## config.mk

```make
export PLATFORM = sky130hd
export DESIGN_NAME = flow_metered_pump_dosing_flat
export DESIGN_NICKNAME = d
export VERILOG_FILES = /design/src/rtl/fmpd_pkg.sv /design/src/rtl/fmpd_if.sv /design/src/rtl/flow_metered_pump_dosing.sv /design/src/flat_wrapper.sv
export SDC_FILE = /design/constraint.sdc
export NUM_CORES = 1
export LEC_CHECK = 0
export ABC_AREA = 1
export BUFFER_PORTS_ARGS = -buffer_cell sky130_fd_sc_hd__buf_2
export CELL_PAD_IN_SITES_DETAIL_PLACEMENT = 1
export CELL_PAD_IN_SITES_GLOBAL_PLACEMENT = 1
export CORE_MARGIN = 2
export CORE_UTILIZATION = 50
export CTS_CLUSTER_DIAMETER = 30
export CTS_CLUSTER_SIZE = 8
export DETAILED_ROUTE_END_ITERATION = 7
export PLACE_DENSITY = 0.92
export SYNTH_ARGS = -nofsm -noshare
export SYNTH_HDL_FRONTEND = slang
export SYNTH_SLANG_ARGS = --single-unit
```

## constraint.sdc

```tcl
create_clock -name clk -period 10.9 [get_ports clk]
set_clock_uncertainty 0.05 [all_clocks]
set_input_delay 0.545 -clock clk [delete_from_list [all_inputs] [get_ports clk]]
set_output_delay 0.545 -clock clk [all_outputs]
set_load 0.05 [all_outputs]
```

## src/rtl/fmpd_pkg.sv

```systemverilog
`default_nettype none

package fmpd_pkg;

  // event opcodes
  localparam logic [1:0] OP_TICK  = 2'd0;
  localparam logic [1:0] OP_PULSE = 2'd1;
  localparam logic [1:0] OP_START = 2'd2;
  localparam logic [1:0] OP_STOP  = 2'd3;

  // end reasons
  localparam logic [2:0] RSN_NONE    = 3'd0;
  localparam logic [2:0] RSN_TARGET  = 3'd1;
  localparam logic [2:0] RSN_MANUAL  = 3'd2;
  localparam logic [2:0] RSN_NO_FLOW = 3'd3;
  localparam logic [2:0] RSN_MAX_RUN = 3'd4;
  localparam logic [2:0] RSN_ZERO    = 3'd5;

  // register map, index taken from paddr[3:2]
  localparam int          APB_AW      = 4;
  localparam logic [1:0]  REG_WINDOW  = 2'd0;
  localparam logic [1:0]  REG_NO_FLOW = 2'd1;
  localparam logic [1:0]  REG_MAX_RUN = 2'd2;
  localparam logic [1:0]  REG_RATE    = 2'd3;

  // register reset values
  localparam logic [9:0]  WINDOW_RST  = 10'd100;
  localparam logic [15:0] NO_FLOW_RST = 16'd5000;
  localparam logic [23:0] MAX_RUN_RST = 24'd600000;
  localparam logic [15:0] RATE_RST    = 16'd46976;

  // fixed limits of the millisecond counters
  localparam logic [23:0] MS24_MAX   = 24'hFFFFFF;
  localparam logic [16:0] NOFLOW_MAX = 17'h1FFFF;

  typedef logic [1:0]  opcode_t;
  typedef logic [15:0] volume_t;
  typedef logic [23:0] count24_t;
  typedef logic [2:0]  reason_t;

endpackage

`default_nettype wire

```

## src/rtl/fmpd_if.sv

```systemverilog
`default_nettype none

interface fmpd_in_if;
  logic              valid;
  logic              ready;
  fmpd_pkg::opcode_t opcode;
  fmpd_pkg::volume_t volume;

  modport source (output valid, output opcode, output volume, input ready);
  modport sink   (input valid, input opcode, input volume, output ready);
endinterface

interface fmpd_out_if;
  logic               valid;
  logic               ready;
  logic               pump_on;
  fmpd_pkg::count24_t pulses_counted;
  fmpd_pkg::count24_t pulse_target;
  logic               finished;
  fmpd_pkg::reason_t  end_reason;

  modport source (output valid, output pump_on, output pulses_counted, output pulse_target,
                  output finished, output end_reason, input ready);
  modport sink   (input valid, input pump_on, input pulses_counted, input pulse_target,
                  input finished, input end_reason, output ready);
endinterface

`default_nettype wire

```

## src/rtl/flow_metered_pump_dosing.sv

```systemverilog
// a word accepted into the input register moves on into the result register when the
//   latter is empty or being drained; one event per cycle while the output is not stalled
// the input register feeds one short pass of
//   logic (16x16 rate multiply on start, counter updates otherwise) into the result register
// reset: synchronous active-low rst_n stops the pump, clears run state and both
//   pipeline valids, and loads the registers with their documented defaults
`default_nettype none

module flow_metered_pump_dosing #(
  parameter int COUNT_WIDTH = 24
) (
  input  wire logic                        clk,
  input  wire logic                        rst_n,
  fmpd_in_if.sink                          in_ch,
  fmpd_out_if.source                       out_ch,
  input  wire logic                        psel,
  input  wire logic                        penable,
  input  wire logic                        pwrite,
  input  wire logic [fmpd_pkg::APB_AW-1:0] paddr,
  input  wire logic [31:0]                 pwdata,
  output logic      [31:0]                 prdata,
  output logic                             pready
);

  import fmpd_pkg::*;

  // saturation limit of the pulse counter and target, also in 33-bit form for
  // comparison against the rounded product
  localparam logic [COUNT_WIDTH-1:0] CNT_MAX   = '1;
  localparam logic [32:0]            CNT_MAX33 = 33'((64'd1 << COUNT_WIDTH) - 64'd1);

  // ---------------------------------------------------------------------------
  // configuration registers, apb write on the access phase
  // ---------------------------------------------------------------------------
  logic [9:0]  window_r;
  logic [15:0] timeout_r;
  logic [23:0] max_run_r;
  logic [15:0] rate_r;
  logic        cfg_wr;

  assign pready = 1'b1;
  assign cfg_wr = psel && penable && pwrite;

  always_ff @(posedge clk) begin
    if (!rst_n) begin
      window_r  <= WINDOW_RST;
      timeout_r <= NO_FLOW_RST;
      max_run_r <= MAX_RUN_RST;
      rate_r    <= RATE_RST;
    end else if (cfg_wr) begin
      case (paddr[3:2])
        REG_WINDOW:  window_r  <= pwdata[9:0];
        REG_NO_FLOW: timeout_r <= pwdata[15:0];
        REG_MAX_RUN: max_run_r <= pwdata[23:0];
        REG_RATE:    rate_r    <= pwdata[15:0];
        default: ;
      endcase
    end
  end

  // read back, zero-extended to the bus
  always_comb begin
    case (paddr[3:2])
      REG_WINDOW:  prdata = {22'd0, window_r};
      REG_NO_FLOW: prdata = {16'd0, timeout_r};
      REG_MAX_RUN: prdata = {8'd0, max_run_r};
      REG_RATE:    prdata = {16'd0, rate_r};
      default:     prdata = 32'd0;
    endcase
  end

  // ---------------------------------------------------------------------------
  // pipeline handshake
  // the result register advances when it is empty or being drained; the input
  // register takes a new word when it is empty or its content moves on in the same cycle
  // ---------------------------------------------------------------------------
  logic    s1_valid_r;
  opcode_t s1_op_r;
  volume_t s1_vol_r;
  logic    out_valid_r;
  logic    advance;
  logic    step_en;

  assign advance     = !out_valid_r || out_ch.ready;
  assign in_ch.ready = !s1_valid_r || advance;
  assign step_en     = s1_valid_r && advance;

  always_ff @(posedge clk) begin
    if (!rst_n) begin
      s1_valid_r <= 1'b0;
    end else if (in_ch.ready) begin
      s1_valid_r <= in_ch.valid;
    end
  end

  always_ff @(posedge clk) begin
    if (in_ch.ready && in_ch.valid) begin
      s1_op_r  <= in_ch.opcode;
      s1_vol_r <= in_ch.volume;
    end
  end

  // ---------------------------------------------------------------------------
  // run state
  // ---------------------------------------------------------------------------
  logic                   running_r,  running_nxt;
  logic [COUNT_WIDTH-1:0] pulses_r,   pulses_nxt;
  logic [COUNT_WIDTH-1:0] target_r,   target_nxt;
  logic [23:0]            elapsed_r,  elapsed_nxt;
  logic [9:0]             win_cnt_r,  win_cnt_nxt;
  logic                   pulse_seen_r, pulse_seen_nxt;
  logic [16:0]            no_flow_r,  no_flow_nxt;
  reason_t                reason_r,   reason_nxt;
  logic                   fin;

  // start: target = round(volume * rate / 256), at least one, saturated
  logic [31:0]            prod;
  logic [32:0]            rounded;
  logic [32:0]            t33;
  logic [COUNT_WIDTH-1:0] start_target;

  assign prod    = {16'd0, s1_vol_r} * {16'd0, rate_r};
  assign rounded = {1'b0, prod} + 33'd128;
  assign t33     = {8'd0, rounded[32:8]};

  always_comb begin
    if (t33 == 33'd0) begin
      start_target = COUNT_WIDTH'(1);
    end else if (t33 > CNT_MAX33) begin
      start_target = CNT_MAX;
    end else begin
      start_target = t33[COUNT_WIDTH-1:0];
    end
  end

  // pulse: saturating count
  logic [COUNT_WIDTH-1:0] pulses_inc;
  assign pulses_inc = (pulses_r != CNT_MAX) ? pulses_r + COUNT_WIDTH'(1) : pulses_r;

  // tick: a zero window length behaves as one millisecond
  logic [9:0]  win_len;
  logic [23:0] elapsed_inc;
  logic [10:0] win_cnt_inc;
  logic        win_end;
  logic [17:0] no_flow_sum;
  logic [16:0] no_flow_add;
  logic [16:0] no_flow_new;
  logic        stop_no_flow;
  logic        stop_max_run;

  assign win_len      = (window_r == 10'd0) ? 10'd1 : window_r;
  assign elapsed_inc  = (elapsed_r != MS24_MAX) ? elapsed_r + 24'd1 : elapsed_r;
  assign win_cnt_inc  = {1'b0, win_cnt_r} + 11'd1;
  assign win_end      = win_cnt_inc >= {1'b0, win_len};
  assign no_flow_sum  = {1'b0, no_flow_r} + {8'd0, win_len};
  assign no_flow_add  = no_flow_sum[17] ? NOFLOW_MAX : no_flow_sum[16:0];
  assign no_flow_new  = pulse_seen_r ? 17'd0 : no_flow_add;
  // no-flow is checked first and so wins when both limits meet at one window end
  assign stop_no_flow = (no_flow_new != 17'd0) && (no_flow_new >= {1'b0, timeout_r});
  assign stop_max_run = elapsed_inc > max_run_r;

  always_comb begin
    running_nxt    = running_r;
    pulses_nxt     = pulses_r;
    target_nxt     = target_r;
    elapsed_nxt    = elapsed_r;
    win_cnt_nxt    = win_cnt_r;
    pulse_seen_nxt = pulse_seen_r;
    no_flow_nxt    = no_flow_r;
    reason_nxt     = reason_r;
    fin            = 1'b0;

    case (s1_op_r)
      OP_START: begin
        // a start while running is ignored, zero volume included
        if (!running_r) begin
          if (s1_vol_r == 16'd0) begin
            reason_nxt = RSN_ZERO;
            fin        = 1'b1;
          end else begin
            target_nxt     = start_target;
            pulses_nxt     = '0;
            elapsed_nxt    = 24'd0;
            win_cnt_nxt    = 10'd0;
            pulse_seen_nxt = 1'b0;
            no_flow_nxt    = 17'd0;
            reason_nxt     = RSN_NONE;
            running_nxt    = 1'b1;
          end
        end
      end
      OP_STOP: begin
        if (running_r) begin
          running_nxt = 1'b0;
          reason_nxt  = RSN_MANUAL;
          fin         = 1'b1;
        end
      end
      OP_PULSE: begin
        // target checked on every pulse, not only at window ends
        if (running_r) begin
          pulses_nxt     = pulses_inc;
          pulse_seen_nxt = 1'b1;
          if (pulses_inc >= target_r) begin
            running_nxt = 1'b0;
            reason_nxt  = RSN_TARGET;
            fin         = 1'b1;
          end
        end
      end
      OP_TICK: begin
        if (running_r) begin
          elapsed_nxt = elapsed_inc;
          win_cnt_nxt = win_cnt_inc[9:0];
          if (win_end) begin
            win_cnt_nxt    = 10'd0;
            no_flow_nxt    = no_flow_new;
            pulse_seen_nxt = 1'b0;
            if (stop_no_flow) begin
              running_nxt = 1'b0;
              reason_nxt  = RSN_NO_FLOW;
              fin         = 1'b1;
            end else if (stop_max_run) begin
              running_nxt = 1'b0;
              reason_nxt  = RSN_MAX_RUN;
              fin         = 1'b1;
            end
          end
        end
      end
      default: ;
    endcase
  end

  always_ff @(posedge clk) begin
    if (!rst_n) begin
      running_r    <= 1'b0;
      pulses_r     <= '0;
      target_r     <= '0;
      elapsed_r    <= 24'd0;
      win_cnt_r    <= 10'd0;
      pulse_seen_r <= 1'b0;
      no_flow_r    <= 17'd0;
      reason_r     <= RSN_NONE;
    end else if (step_en) begin
      running_r    <= running_nxt;
      pulses_r     <= pulses_nxt;
      target_r     <= target_nxt;
      elapsed_r    <= elapsed_nxt;
      win_cnt_r    <= win_cnt_nxt;
      pulse_seen_r <= pulse_seen_nxt;
      no_flow_r    <= no_flow_nxt;
      reason_r     <= reason_nxt;
    end
  end

  // ---------------------------------------------------------------------------
  // result register; counters are shown through a 32-bit view and cut to the
  // 24-bit fields
  // ---------------------------------------------------------------------------
  logic [31:0] pulses_view;
  logic [31:0] target_view;
  logic        res_pump_r;
  count24_t    res_pulses_r;
  count24_t    res_target_r;
  logic        res_fin_r;
  reason_t     res_reason_r;

  assign pulses_view = 32'(pulses_nxt);
  assign target_view = 32'(target_nxt);

  always_ff @(posedge clk) begin
    if (!rst_n) begin
      out_valid_r <= 1'b0;
    end else if (step_en) begin
      out_valid_r <= 1'b1;
    end else if (out_ch.ready) begin
      out_valid_r <= 1'b0;
    end
  end

  always_ff @(posedge clk) begin
    if (step_en) begin
      res_pump_r   <= running_nxt;
      res_pulses_r <= pulses_view[23:0];
      res_target_r <= target_view[23:0];
      res_fin_r    <= fin;
      res_reason_r <= reason_nxt;
    end
  end

  assign out_ch.valid          = out_valid_r;
  assign out_ch.pump_on        = res_pump_r;
  assign out_ch.pulses_counted = res_pulses_r;
  assign out_ch.pulse_target   = res_target_r;
  assign out_ch.finished       = res_fin_r;
  assign out_ch.end_reason     = res_reason_r;

endmodule

`default_nettype wire
```

## src/flat_wrapper.sv

```systemverilog
// flat-port wrapper written by rule: the top's interface ports become plain ports
module flow_metered_pump_dosing_flat import fmpd_pkg::*;
#(
  parameter int COUNT_WIDTH = 24
)
  (clk, rst_n, psel, penable, pwrite, paddr, pwdata, prdata, pready, in_ch_valid, in_ch_opcode, in_ch_volume, in_ch_ready, out_ch_valid, out_ch_pump_on, out_ch_pulses_counted, out_ch_pulse_target, out_ch_finished, out_ch_end_reason, out_ch_ready);
  fmpd_in_if in_ch_i ();
  fmpd_out_if out_ch_i ();
  input  wire logic clk;
  input  wire logic rst_n;
  input  wire logic psel;
  input  wire logic penable;
  input  wire logic pwrite;
  input  wire logic [fmpd_pkg::APB_AW-1:0] paddr;
  input  wire logic [31:0] pwdata;
  output logic      [31:0] prdata;
  output logic pready;
  input wire logic [$bits(in_ch_i.valid)-1:0] in_ch_valid;
  input wire logic [$bits(in_ch_i.opcode)-1:0] in_ch_opcode;
  input wire logic [$bits(in_ch_i.volume)-1:0] in_ch_volume;
  output wire logic [$bits(in_ch_i.ready)-1:0] in_ch_ready;
  output wire logic [$bits(out_ch_i.valid)-1:0] out_ch_valid;
  output wire logic [$bits(out_ch_i.pump_on)-1:0] out_ch_pump_on;
  output wire logic [$bits(out_ch_i.pulses_counted)-1:0] out_ch_pulses_counted;
  output wire logic [$bits(out_ch_i.pulse_target)-1:0] out_ch_pulse_target;
  output wire logic [$bits(out_ch_i.finished)-1:0] out_ch_finished;
  output wire logic [$bits(out_ch_i.end_reason)-1:0] out_ch_end_reason;
  input wire logic [$bits(out_ch_i.ready)-1:0] out_ch_ready;
  assign in_ch_i.valid = in_ch_valid;
  assign in_ch_i.opcode = in_ch_opcode;
  assign in_ch_i.volume = in_ch_volume;
  assign in_ch_ready = in_ch_i.ready;
  assign out_ch_valid = out_ch_i.valid;
  assign out_ch_pump_on = out_ch_i.pump_on;
  assign out_ch_pulses_counted = out_ch_i.pulses_counted;
  assign out_ch_pulse_target = out_ch_i.pulse_target;
  assign out_ch_finished = out_ch_i.finished;
  assign out_ch_end_reason = out_ch_i.end_reason;
  assign out_ch_i.ready = out_ch_ready;
  flow_metered_pump_dosing #(.COUNT_WIDTH(COUNT_WIDTH)) u_core (.clk(clk), .rst_n(rst_n), .in_ch(in_ch_i), .out_ch(out_ch_i), .psel(psel), .penable(penable), .pwrite(pwrite), .paddr(paddr), .pwdata(pwdata), .prdata(prdata), .pready(pready));
endmodule
```

Word level (Yosys, flattened, before mapping)
Cells that the tools add are included.

$add $sub $neg: 5. Reductions and logical operators: 25. $mul: 1. Equal/unequal tests: 13. Mux-type cells: 66. Order comparisons: 5.

Operator list (number): 24-bit 2-to-1 mux (13); 32-bit case mux with 4 select lines (1); 17-bit 2-to-1 mux (6); 24-bit case mux with 2 select lines (2); 10-bit 2-to-1 mux (5); 24-bit by 1-bit adder with 24-bit output (second input constant) (2); 24-bit inequality test (second input constant) (2); 17-bit case mux with 2 select lines (1); 32-bit by 8-bit adder with 33-bit output (second input constant) (1); 33-bit zero test (1); 16-bit by 16-bit multiplier with 32-bit output (1); 3-bit 2-to-1 mux (9); 25-bit by 24-bit > comparator with 1-bit output (second input constant) (1); 24-bit greater-or-equal comparator (1); 24-bit > comparator (1); 1-bit 2-to-1 mux (24); 10-bit case mux with 2 select lines (1); 17-bit by 10-bit adder with 18-bit output (1); 17-bit by 16-bit greater-or-equal comparator with 1-bit output (1); 17-bit nonzero test (1); 16-bit zero test (1); 3-bit case mux with 4 select lines (1); 10-bit by 1-bit adder with 11-bit output (second input constant) (1); 11-bit by 10-bit greater-or-equal comparator with 1-bit output (1); 17 further kinds (36).

Input port bits: 61. Bits in registers: 243. Logic and storage cells: 136.

Logic depth before layout (Yosys ltp)
Depth after elaboration: 11. Mapped depth: 38. Mapped depth without buffers: 35.

Worst setup path before layout
No wires, ideal clock.

Kind: reg-to-reg. Start: register u_core.rate_r[9]. End: register u_core.res_target_r[13], in the netlist u_core.out_ch.pulse_target[13], data pin. Library setup time: 0.253 ns. Arrival time: 5.930 ns. Path buffers: 3. Clock period less this slack: 6.233 ns. Path slack: 4.667 ns. Data required time: 10.597 ns. Cell stages (with the launch flop): 36. Cell sequence: dfxtp_1 > clkbuf_1 > clkbuf_1 > nand2_1 > fa_1 > inv_1 > fa_1 > inv_1 > fa_1 > inv_1 > fa_1 > fa_1 > inv_1 > fa_1 > inv_1 > ha_1 > nand2_1 > nor2_1 > inv_1 > nor2_1 > nor2_1 > nand2_2 > nand2_2 > nand2_2 > nand2_2 > nand3_1 > nand2_4 > inv_4 > buf_12 > nand2_2 > nand2_1 > o21ai_1 > nand2_1 > o21ai_1 > nand2_1 > nand2_1.

Word-level cells in the longest chain between the ends: 8.

Ends and longest elaborated chain: start, declared (line flow_metered_pump_dosing.sv:38) `logic [15:0] rate_r;`; start signal, assigned (line flow_metered_pump_dosing.sv:55) `REG_RATE: rate_r <= pwdata[15:0];`; 16-bit by 16-bit multiplier with 32-bit output * (line flow_metered_pump_dosing.sv:122) `assign prod = {16'd0, s1_vol_r} * {16'd0, rate_r};`; 32-bit by 8-bit adder with 33-bit output * (line flow_metered_pump_dosing.sv:123) `assign rounded = {1'b0, prod} + 33'd128;`; 25-bit by 24-bit > comparator with 1-bit output (line flow_metered_pump_dosing.sv:129) `end else if (t33 > CNT_MAX33) begin`; 24-bit 2-to-1 mux (line flow_metered_pump_dosing.sv:129); 24-bit 2-to-1 mux * (line flow_metered_pump_dosing.sv:127) `if (t33 == 33'd0) begin`; 24-bit 2-to-1 mux * (line flow_metered_pump_dosing.sv:177) `if (s1_vol_r == 16'd0) begin`; 24-bit 2-to-1 mux * (line flow_metered_pump_dosing.sv:176) `if (!running_r) begin`; 24-bit 2-to-1 mux * (line flow_metered_pump_dosing.sv:173) `case (s1_op_r)`; net u_core.target_nxt[13] (line flow_metered_pump_dosing.sv:108) `logic [COUNT_WIDTH-1:0] target_r, target_nxt;`; end signal, assigned (line flow_metered_pump_dosing.sv:286) `res_target_r <= target_view[23:0];`; end, declared (line flow_metered_pump_dosing.sv:265) `count24_t res_target_r;`.

Mark *: on every way through the listed nets, which the timed path passes. The rest lies on a longest branch. A chain may end at the register's enable or synchronous reset.

Worst setup path after layout
Start: register u_core.rate_r[8]. End: register u_core.res_target_r[21], in the netlist u_core.out_ch.pulse_target[21], data pin.

Same word-level chain as after synthesis.

==> metrics.md <==
| Metric | Value |
|---|---|
| Fill count | `5871` |
| Maximum vdd drop | `0.000261 V` |
| Routability cong. | `0.987` |
| DP Worst Slack | `about 3.6 ns` |
| Worst-Margin Slew | `1.25 ns` |
| Avg Inst Size Synth | `7.21 µm²` |
| Tmin final | `slightly above 8 ns` |
| Seq cells post-synth | `around 240` |
| Fin Hold WS | `0.0568 ns` |
| CTS tree | `yes` |
| Slew Limit Fails | `0` |
| Max stage delay on crit path | `roughly 1.2 ns` |
| Share of cells above drive strength 1 | `0.0907` |
| PostCTS Resize Cnt | `0` |
| Post-Syn Instances | `3299` |
| Final setup fails | `0` |
| CTS Hold Bufs | `0` |
| Comb power frac | `0.567` |
| Crit path kind | `reg2reg` |
| Final Hold Viols | `0` |
| Status | `completed` |
| Drt pass-1 iters | `6` |
| Clk_lat worst skew | `0.61 ns` |
| Setup bufs post-CTS | `0` |
| Max Cap Viol | `0` |
| Clock share of power | `0.289` |
| Fmax | `about 120 MHz` |
| Vias | `24591` |
| Drt wl/cell | `25.2 µm` |
| Post-Route WL | `101000 µm` |
| Largest net degree at the start of global routing | `83` |
| CP Capture Type | `flip-flop` |
| Post-Synthesis Cell Area | `0.0238 mm²` |
| Htree depth | `3` |
| Vias in the first global route | `27712` |
| Register area share after synthesis | `0.234` |
| Final HPWL DP | `62100 µm` |
| Crit path max fanout | `18` |
| Drc violations | `0` |
| PD cells | `around 280 mW/mm²` |
| I/O pins | `roughly 150` |
| Worst-path clk slew | `0.05 ns` |
| Crit path buf inv count | `5` |
| GRT overflow | `0` |
| Core area | `0.0468 mm²` |
| P&R area growth vs syn | `13.5%` |
| Crit start category | `flip-flop` |
| Sw Ratio | `0.491` |
| Sinks on Clock Net | `243` |
| Synth warn | `0` |
| CTS Root Cell | `clkbuf_16` |
| Final Cycle Share | `0.741` |
| Vert. Die Dim | `around 220 µm` |
| Die width | `between 200 and 250 µm` |
| Fin util | `0.578` |
| Initial Utilization | `0.509` |
| Sequential Power Share | `0.145` |
| Initial antenna violation count | `5` |
| Number of vias per cell | `a little over 6` |
| Detail Route Antenna Nets | `0` |
| Setup TNS | `0 ns` |
| Slew margin rel. | `0.163` |
| CP delay by family, top | `adder cells` |
| Max stage delay cell, worst path | `dfxtp_1` |
| Internal | `3.79 mW` |
| First-pass GRT wire length | `158000 µm` |
| Critical Path AT | `8.35 ns` |
| Distinct cells, synth | `56` |
| Most used cell, CP | `nand2_1` |
| Layout net count | `3827` |
| Cell Rows | `79` |
| Worst hold path class | `in2reg` |
| RSZ-0062 raised after global routing | `false` |
| Psw | `3.65 mW` |
| Clock buffer depth | `3` |
| Number of buffers created by CTS | `67` |
| Lkg Pwr | `roughly 14 nW` |
| Die area | `a little under 0.05 mm²` |
| DRT iter0 DRCs | `2295` |
| Total track usage | `0.411` |
| Port-buffer cells | `129` |
| Worst Slack Setup Final | `2.82 ns` |
| Required @ worst endpoint | `11.17 ns` |
state kept, by name, summed over array words and instances (netlist names), 10 cells and up:
signal	cells
u_core.elapsed_r	24
u_core.max_run_r	24
u_core.no_flow_r	17
u_core.out_ch.pulse_target	24
u_core.out_ch.pulses_counted	24
u_core.pulses_r	24
u_core.rate_r	16
u_core.s1_vol_r	16
u_core.target_r	24
u_core.timeout_r	16
u_core.win_cnt_r	10
u_core.window_r	10
layout by cell type (no fill, tap or decap), types with 8 or more instances in the layout:
master,n
inv_1,668
clkbuf_16,68
o211ai_1,19
conb_1,9
bufinv_16,11
nand4_1,32
xnor2_1,15
nor2_1,197
clkinv_2,13
ha_1,206
xor2_1,46
nor3_1,36
nand2_2,19
nor4_1,9
edfxtp_1,71
o221ai_1,8
dfxtp_1,172
clkbuf_8,8
buf_4,16
a21oi_1,208
fa_1,196
nand3_1,114
o21ai_0,165
nand2_1,834
buf_2,129
a31oi_1,9
o21ai_1,34
cell families (layout without fill, tap and decap cells):
family          count (synthesis)  count (layout)  synth area share
compound gates                486             486             0.111
buf+inv                       831             942             0.137
xor+xnor                       61              61            0.0225
mux                             1               1          0.000421
simple gates                 1273            1273             0.221
flops                         243             243             0.234
other cells                     2              10          0.000316
fa+ha+maj                     402             402             0.273
worst reg2reg max path: cells and delay by family, from the launching register on:
kind	cells	cell delay, ns
xor gates and xnor gates	1	0.38
DFF	1	1.15
buffers and inverters	5	0.33
AOI/OAI and AO/OA	5	1.18
and+or+nand+nor	9	1.03
adders and majority gates	7	3.69
synthesized netlist by cell type, drive strengths merged:
cell         instances  area, µm²
a211oi               4       30.0
a21boi               1       7.51
a21o                 4       30.0
a21oi              212       1080
a221oi               5       43.8
a22oi                5       37.5
a31oi                9       56.3
and2                 4       25.0
and3                 1       6.26
buf                 48        300
clkbuf             106        398
conb                 2       7.51
dfxtp              172       3440
dlygate4sd1          2       17.5
edfxtp              71       2130
fa                 196       3920
ha                 206       2580
inv                675       2540
mux2i                1       10.0
nand2              856       3280
nand3              116        591
nand3b               6       45.0
nand4               33        213
nor2               203        787
nor3                40        221
nor3b                1       12.5
nor4                 9       56.3
o2111ai              6       52.6
o211ai              19        143
o21a                 5       37.5
o21ai              200       1000
o21bai               3       22.5
o221ai               8       70.1
o22ai                4       25.0
o31ai                1       7.51
or2                  3       18.8
or4                  1       11.3
xnor2               15        131
xor2                46        403
power groups by stage:
stage	registers (mW)	logic (mW)	clock network, mW
floorplan	1.13	2.56	0
global placement	1.08	3.55	0
detailed placement	1.08	3.78	0
CTS	1.07	4.04	2.15
global route	1.08	4.53	2.20
finish	1.08	4.22	2.15
per-stage QoR:
step	instances	power, mW	cell area [µm²]
floorplan	3306	3.69	23800
global placement	3902	4.62	24600
detailed placement	3902	4.86	24600
CTS	4024	7.26	27000
global route	4024	7.80	27000
finish	4025	7.44	27000
path summary, 6_finish.rpt:
kind	startpoint	to	slack, ns	depth (start not counted)
worst max-delay path	u_core.rate_r[8]$_SDFFE_PN1P_	u_core.out_ch.pulse_target[21]$_DFFE_PP_	2.82	27
worst min-delay path	in_ch_volume[6]	u_core.s1_vol_r[6]$_DFFE_PP_	0.06	1
worst max register to register	u_core.rate_r[8]$_SDFFE_PN1P_	u_core.out_ch.pulse_target[21]$_DFFE_PP_	2.82	27
worst min register to register	u_core.no_flow_r[3]$_SDFFE_PN0P_	u_core.no_flow_r[3]$_SDFFE_PN0P_	0.42	2
per-layer routing:
metal / GRT usage / share of wire
met5: 0 / 0.00051
met2: 0.697 / 0.48
met4: 0.315 / 0.083
met1: 0.431 / 0.34
met3: 0.121 / 0.092
final cells by class:
type / count / area, µm² / area share
diodes: 1 / 2.50 / 0.0000926
clock buffers: 82 / 1830 / 0.0679
clock inverters: 40 / 539 / 0.0200
inverters: 675 / 2540 / 0.0939
multi-input cells: 2232 / 15000 / 0.555
flip-flops and latches: 243 / 5580 / 0.206
well taps: 607 / 759 / 0.0281
repair buffers: 145 / 766 / 0.0283
No activity file was read; power rests on OpenSTA's default activity.
